### src/design/cmmn_pkg.sv
package cmmn_pkg;

  localparam int unsigned SAMPLE_W  = 48;
  localparam int unsigned COL_W     = 6;
  // Differences of two samples need one bit more than a sample.
  localparam int unsigned DIFF_W    = SAMPLE_W + 1;
  localparam int unsigned S_TDATA_W = 56;
  localparam int unsigned M_TDATA_W = 56;
  localparam int unsigned S_TUSER_W = 2;
  localparam int unsigned M_TUSER_W = 1;

  // Sentinels for a column that has no statistics yet, in whole units.
  localparam longint SENT_MAX_UNITS = -64'sd999999;
  localparam longint SENT_MIN_UNITS = 64'sd9999999;

  typedef enum logic [1:0] {
    CMD_CLEAR = 2'd0,
    CMD_ACCUM = 2'd1,
    CMD_NORM  = 2'd2
  } cmd_e;

  typedef enum logic [2:0] {
    ST_IDLE,
    ST_READ,
    ST_ACCUM,
    ST_CALC,
    ST_START,
    ST_DIVIDE,
    ST_RESULT
  } state_e;

endpackage

### src/design/cmmn_div.sv
// Radix-2 restoring divider: (|num| << FRACTION_BITS) / |den|, one quotient
// bit per cycle, signed and saturated to the sample width.
module cmmn_div #(
  parameter int unsigned FRACTION_BITS = 16
) (
  input  logic                                clk_i,
  input  logic                                rst_ni,
  input  logic                                start_i,
  input  logic signed [cmmn_pkg::DIFF_W-1:0]  num_i,
  input  logic signed [cmmn_pkg::DIFF_W-1:0]  den_i,
  output logic                                busy_o,
  output logic                                done_o,
  output logic signed [cmmn_pkg::SAMPLE_W-1:0] quot_o
);

  localparam int unsigned DW = cmmn_pkg::DIFF_W;
  localparam int unsigned SW = cmmn_pkg::SAMPLE_W;
  localparam int unsigned NB = DW + FRACTION_BITS;
  localparam int unsigned CW = $clog2(NB + 1);

  logic [NB-1:0] dvd_q, quo_q;
  logic [DW-1:0] rem_q, dvs_q;
  logic          neg_q, busy_q, done_q;
  logic [CW-1:0] cnt_q;

  logic [DW-1:0] num_mag, den_mag;
  logic [DW:0]   trial;
  logic [DW+1:0] diff;

  assign num_mag = num_i[DW-1] ? DW'(-num_i) : DW'(num_i);
  assign den_mag = den_i[DW-1] ? DW'(-den_i) : DW'(den_i);
  assign trial   = {rem_q, dvd_q[NB-1]};
  assign diff    = {1'b0, trial} - {2'b00, dvs_q};

  always_ff @(posedge clk_i or negedge rst_ni) begin
    if (!rst_ni) begin
      busy_q <= 1'b0;
      done_q <= 1'b0;
      cnt_q  <= '0;
    end else begin
      done_q <= 1'b0;
      if (start_i) begin
        busy_q <= 1'b1;
        cnt_q  <= CW'(NB);
      end else if (busy_q) begin
        cnt_q <= cnt_q - 1'b1;
        if (cnt_q == CW'(1)) begin
          busy_q <= 1'b0;
          done_q <= 1'b1;
        end
      end
    end
  end

  always_ff @(posedge clk_i) begin
    if (start_i) begin
      dvd_q <= {num_mag, {FRACTION_BITS{1'b0}}};
      dvs_q <= den_mag;
      rem_q <= '0;
      quo_q <= '0;
      neg_q <= num_i[DW-1] ^ den_i[DW-1];
    end else if (busy_q) begin
      dvd_q <= {dvd_q[NB-2:0], 1'b0};
      if (!diff[DW+1]) begin
        rem_q <= diff[DW-1:0];
        quo_q <= {quo_q[NB-2:0], 1'b1};
      end else begin
        rem_q <= trial[DW-1:0];
        quo_q <= {quo_q[NB-2:0], 1'b0};
      end
    end
  end

  // Saturate: positive above max, negative beyond the most negative value.
  always_comb begin
    if (neg_q) begin
      if ((|quo_q[NB-1:SW]) || (quo_q[SW-1] && (|quo_q[SW-2:0]))) begin
        quot_o = {1'b1, {(SW-1){1'b0}}};
      end else begin
        quot_o = -$signed(quo_q[SW-1:0]);
      end
    end else begin
      if (|quo_q[NB-1:SW-1]) begin
        quot_o = {1'b0, {(SW-1){1'b1}}};
      end else begin
        quot_o = $signed(quo_q[SW-1:0]);
      end
    end
  end

  assign busy_o = busy_q;
  assign done_o = done_q;

endmodule
### config.mk
export PLATFORM = sky130hd
export DESIGN_NAME = cmmn_div
export DESIGN_NICKNAME = d
export VERILOG_FILES = /design/src/design/cmmn_pkg.sv /design/src/design/cmmn_div.sv
export SDC_FILE = /design/constraint.sdc
export NUM_CORES = 1
export LEC_CHECK = 0
export BUFFER_PORTS_ARGS = -buffer_cell sky130_fd_sc_hd__buf_2
export CAP_MARGIN = 20
export CORE_MARGIN = 1.5
export CORE_UTILIZATION = 30
export CTS_CLUSTER_DIAMETER = 120
export CTS_CLUSTER_SIZE = 16
export DETAILED_ROUTE_END_ITERATION = 7
export GPL_TIMING_DRIVEN = 1
export PLACE_DENSITY = 0.56
export SKIP_CTS_REPAIR_TIMING = 1
export SYNTH_ARGS = -nofsm -noshare
export SYNTH_HDL_FRONTEND = slang
export SYNTH_SLANG_ARGS = --single-unit
### constraint.sdc
create_clock -name clk_i -period 7.9 [get_ports clk_i]
set_input_delay 0.395 -clock clk_i [delete_from_list [all_inputs] [get_ports clk_i]]
set_output_delay 0.395 -clock clk_i [all_outputs]
set_load 0.02 [all_outputs]
==> flow_metrics.py <==
metrics = {
    "die": {
        "fp-row-count": 81,
        "start_util": 0.303,
        "num_io_pins": 151,
        "die_w_microns": 225,
        "core_area_sq_um": 48800,
        "dieHeight_microns": 225,
        "die-area_sq_um": 50700,
    },
    "power_and_ir_drop": {
        "sw_frac_of_total": 0.420,
        "seq_power_share": 0.317,
        "power_density_nw_per_um2": 291,
        "p_sw_w": 0.00203,
        "clkPwrFrac": 0.184,
        "combinationalPowerShare": 0.499,
        "p_int_w": 0.00281,
        "ir_drop_mv": 0.123,
        "p_leak_nw": 7.17,
    },
    "global_routing": {
        "busiest_layer": "met2",
        "grt_first_pass_wirelength_microns": 60600,
        "grt_use_total": 0.142,
        "use_met3": 0.0176,
        "use_met1": 0.192,
        "overflow": 0,
        "grt_pass1_vias": 12000,
        "antenna_found_initial": 1,
        "grt_start_max_net_pins": 103,
        "grt_util_met2": 0.240,
    },
    "final_layout": {
        "diodes": 0,
        "final_nets": 1973,
        "final_core_util": 0.340,
        "drive_gt1_frac": 0.122,
        "final_cells": 2493,
        "nFillCells": 5115,
        "syn_to_final_growth_pct": 12.3,
    },
    "clock_network": {
        "cts.sinks": 222,
        "max-clock-path-buffers": 3,
        "cts_tree": "done",
        "clk_pin_slew_ps": 80,
        "numCtsBuffers": 18,
        "htreeDepth": 1,
        "cts-root-buf": "clkbuf_16",
        "clk_latency_ps": 520,
    },
    "yosys": {
        "yosysWarnings": 0,
        "synth.top_cell.area_share": 0.201,
        "synthTopCellsByArea": "edfxtp_1 (20%), dfxtp_1 (15%), nor2_1 (5.4%)",
        "ys_top_cells_by_count": "nor2_1 (213), nand2_1 (177), dfxtp_1 (114)",
        "syn-instance-count": 1745,
        "yosysSeqAreaShare": 0.370,
        "synth_nets": 1901,
        "ys.flop_type": "dfxtp_1",
        "netlist_area_sq_um": 14800,
        "yosysTopAreaCell": "edfxtp_1",
        "avgSynthCellArea_sq_um": 8.48,
        "ys_seq_elements": 222,
        "synth_edf_count": 99,
        "yosysMostFrequentCell": "nor2_1",
        "async_flop_share": 0.0405,
        "synth_cell_types": 79,
    },
    "setup_path": {
        "worst_ep_arrival_time_ps": 5260,
        "endpoint_kind": "output pin",
        "cp.required_ps": 7510,
        "critPathKind": "reg2out",
        "start_kind": "register",
        "rrSetupSlack_ps": 3600,
        "cp_max_fo": 40,
    },
    "run": {
        "drv_cap": 0,
    },
    "placement": {
        "io_buffers": 150,
        "pre_cts_slack_ps": 2840,
        "dp.cells": 2460,
        "gp_congestion": 0.862,
        "hpwlAfterDp_microns": 25700,
    },
    "run_status": {
        "status": "finished clean",
    },
    "timing": {
        "hold_viol_final": 0,
        "finalSetupViolCount": 0,
        "maxSlewViolCount": 0,
        "fin_skew_ps": 24.6,
        "worstMarginPinSlew_ps": 1090,
        "finalCriticalPeriod_ps": 5650,
        "fmax_mhz": 177,
        "min_period_over_period": 0.715,
        "setup_slack_ps": 2250,
        "tns_ps": 0,
        "rsz0062_at_grt": "false",
        "slew_headroom": 0.276,
    },
    "detailed_routing": {
        "dr_total_vias": 12900,
        "drt_pre_antenna_iters": 5,
        "antenna_left": 0,
        "routedWlPerCell_microns": 14.8,
        "drt_iter0_drc": 944,
        "drt_wl_total_microns": 36800,
        "drt-vias-per-instance": 5.17,
        "drcViolationCount": 0,
    },
    "min_path": {
        "hp-class": "in2reg",
    },
}
==> cell type report <==
type / count / area [sq um] / share of cell area
Clock buffer: 29 / 513 / 0.0308
Clock inverter: 3 / 25.0 / 0.00150
Inverter: 86 / 323 / 0.0194
Multi-Input combinational cell: 1327 / 8600 / 0.517
Sequential cell: 222 / 5480 / 0.330
Tap cell: 664 / 831 / 0.0500
Timing Repair Buffer: 162 / 852 / 0.0512
==> logic make-up after synthesis <==
logic type | share of synthesized area
fa+ha+maj | 0.0470
compound gates | 0.205
xor+xnor | 0.0775
simple gates | 0.198
flops | 0.370
buf+inv | 0.0499
mux | 0.0527
==> metrics by stage <==
stage	instance area, sq um	power (W)	hold slack [ps]
after floorplan	14800	0.00336	99.4
after global placement	16100	0.00393	262
after detailed placement	16100	0.00396	263
after CTS	16600	0.00488	-300
after global routing	16600	0.00523	94.4
final	16600	0.00484	124
==> layout by cell type (no fill, tap or decap), types with 12 or more instances in the layout <==
cell type / instances
a211oi_1: 13
a21o_1: 31
a21oi_1: 105
a311oi_1: 35
and3_1: 12
buf_2: 149
clkbuf_16: 19
dfxtp_1: 114
edfxtp_1: 99
ha_1: 54
inv_1: 86
mux2i_1: 70
nand2_1: 177
nand2b_1: 16
nand3_1: 26
nand4_1: 16
nor2_1: 213
nor3_1: 33
nor4_1: 24
o21ai_0: 87
o21ai_1: 12
o21bai_1: 12
o311ai_1: 37
o31ai_1: 25
o41ai_1: 19
or3_1: 19
or4_1: 21
xnor2_1: 70
xor2_1: 61
==> power groups by stage <==
stage / clock network [W] / logic [W] / registers, W
floorplan: 0 / 0.00184 / 0.00152
global placement: 0 / 0.00238 / 0.00155
detailed placement: 0 / 0.00240 / 0.00156
CTS: 0.000939 / 0.00241 / 0.00153
global route: 0.000977 / 0.00269 / 0.00156
finish: 0.000890 / 0.00241 / 0.00153
==> metal layers <==
metal	wire length [microns]	part of all wire
met1	17400	0.47
met2	17200	0.47
met3	1600	0.043
met4	625	0.017
met5	0	0
==> flip-flops by register name, indices dropped and copies added, names as in the netlist <==
register  cells
dvs_q        49
quo_q        65
busy_o        1
dvd_q        49
cnt_q         7
neg_q         1
rem_q        49
done_o        1
==> worst max-delay path, cell delays in order, from the launching register on <==
cell and delay, ps:
dfxtp_1 370, or4_4 580, or4b_4 540, or3_1 400, nor2_2 150, nand3_2 150, o41ai_4 790, nand3_2 810
o311ai_1 710, buf_2 250
==> final timing paths <==
kind | from | to | depth (start not counted)
max | quo_q[22] | quot_o[22] | 9
min | den_i[0] | dvs_q[0] | 1
max reg2reg | dvd_q[64] | rem_q[16] | 14
min reg2reg | rem_q[48] | rem_q[48] | 2
max in group asynchronous | rst_ni | busy_o | 2
min in group asynchronous | rst_ni | cnt_q[5] | 2
Note: power is estimated with default switching activity, not from simulation.
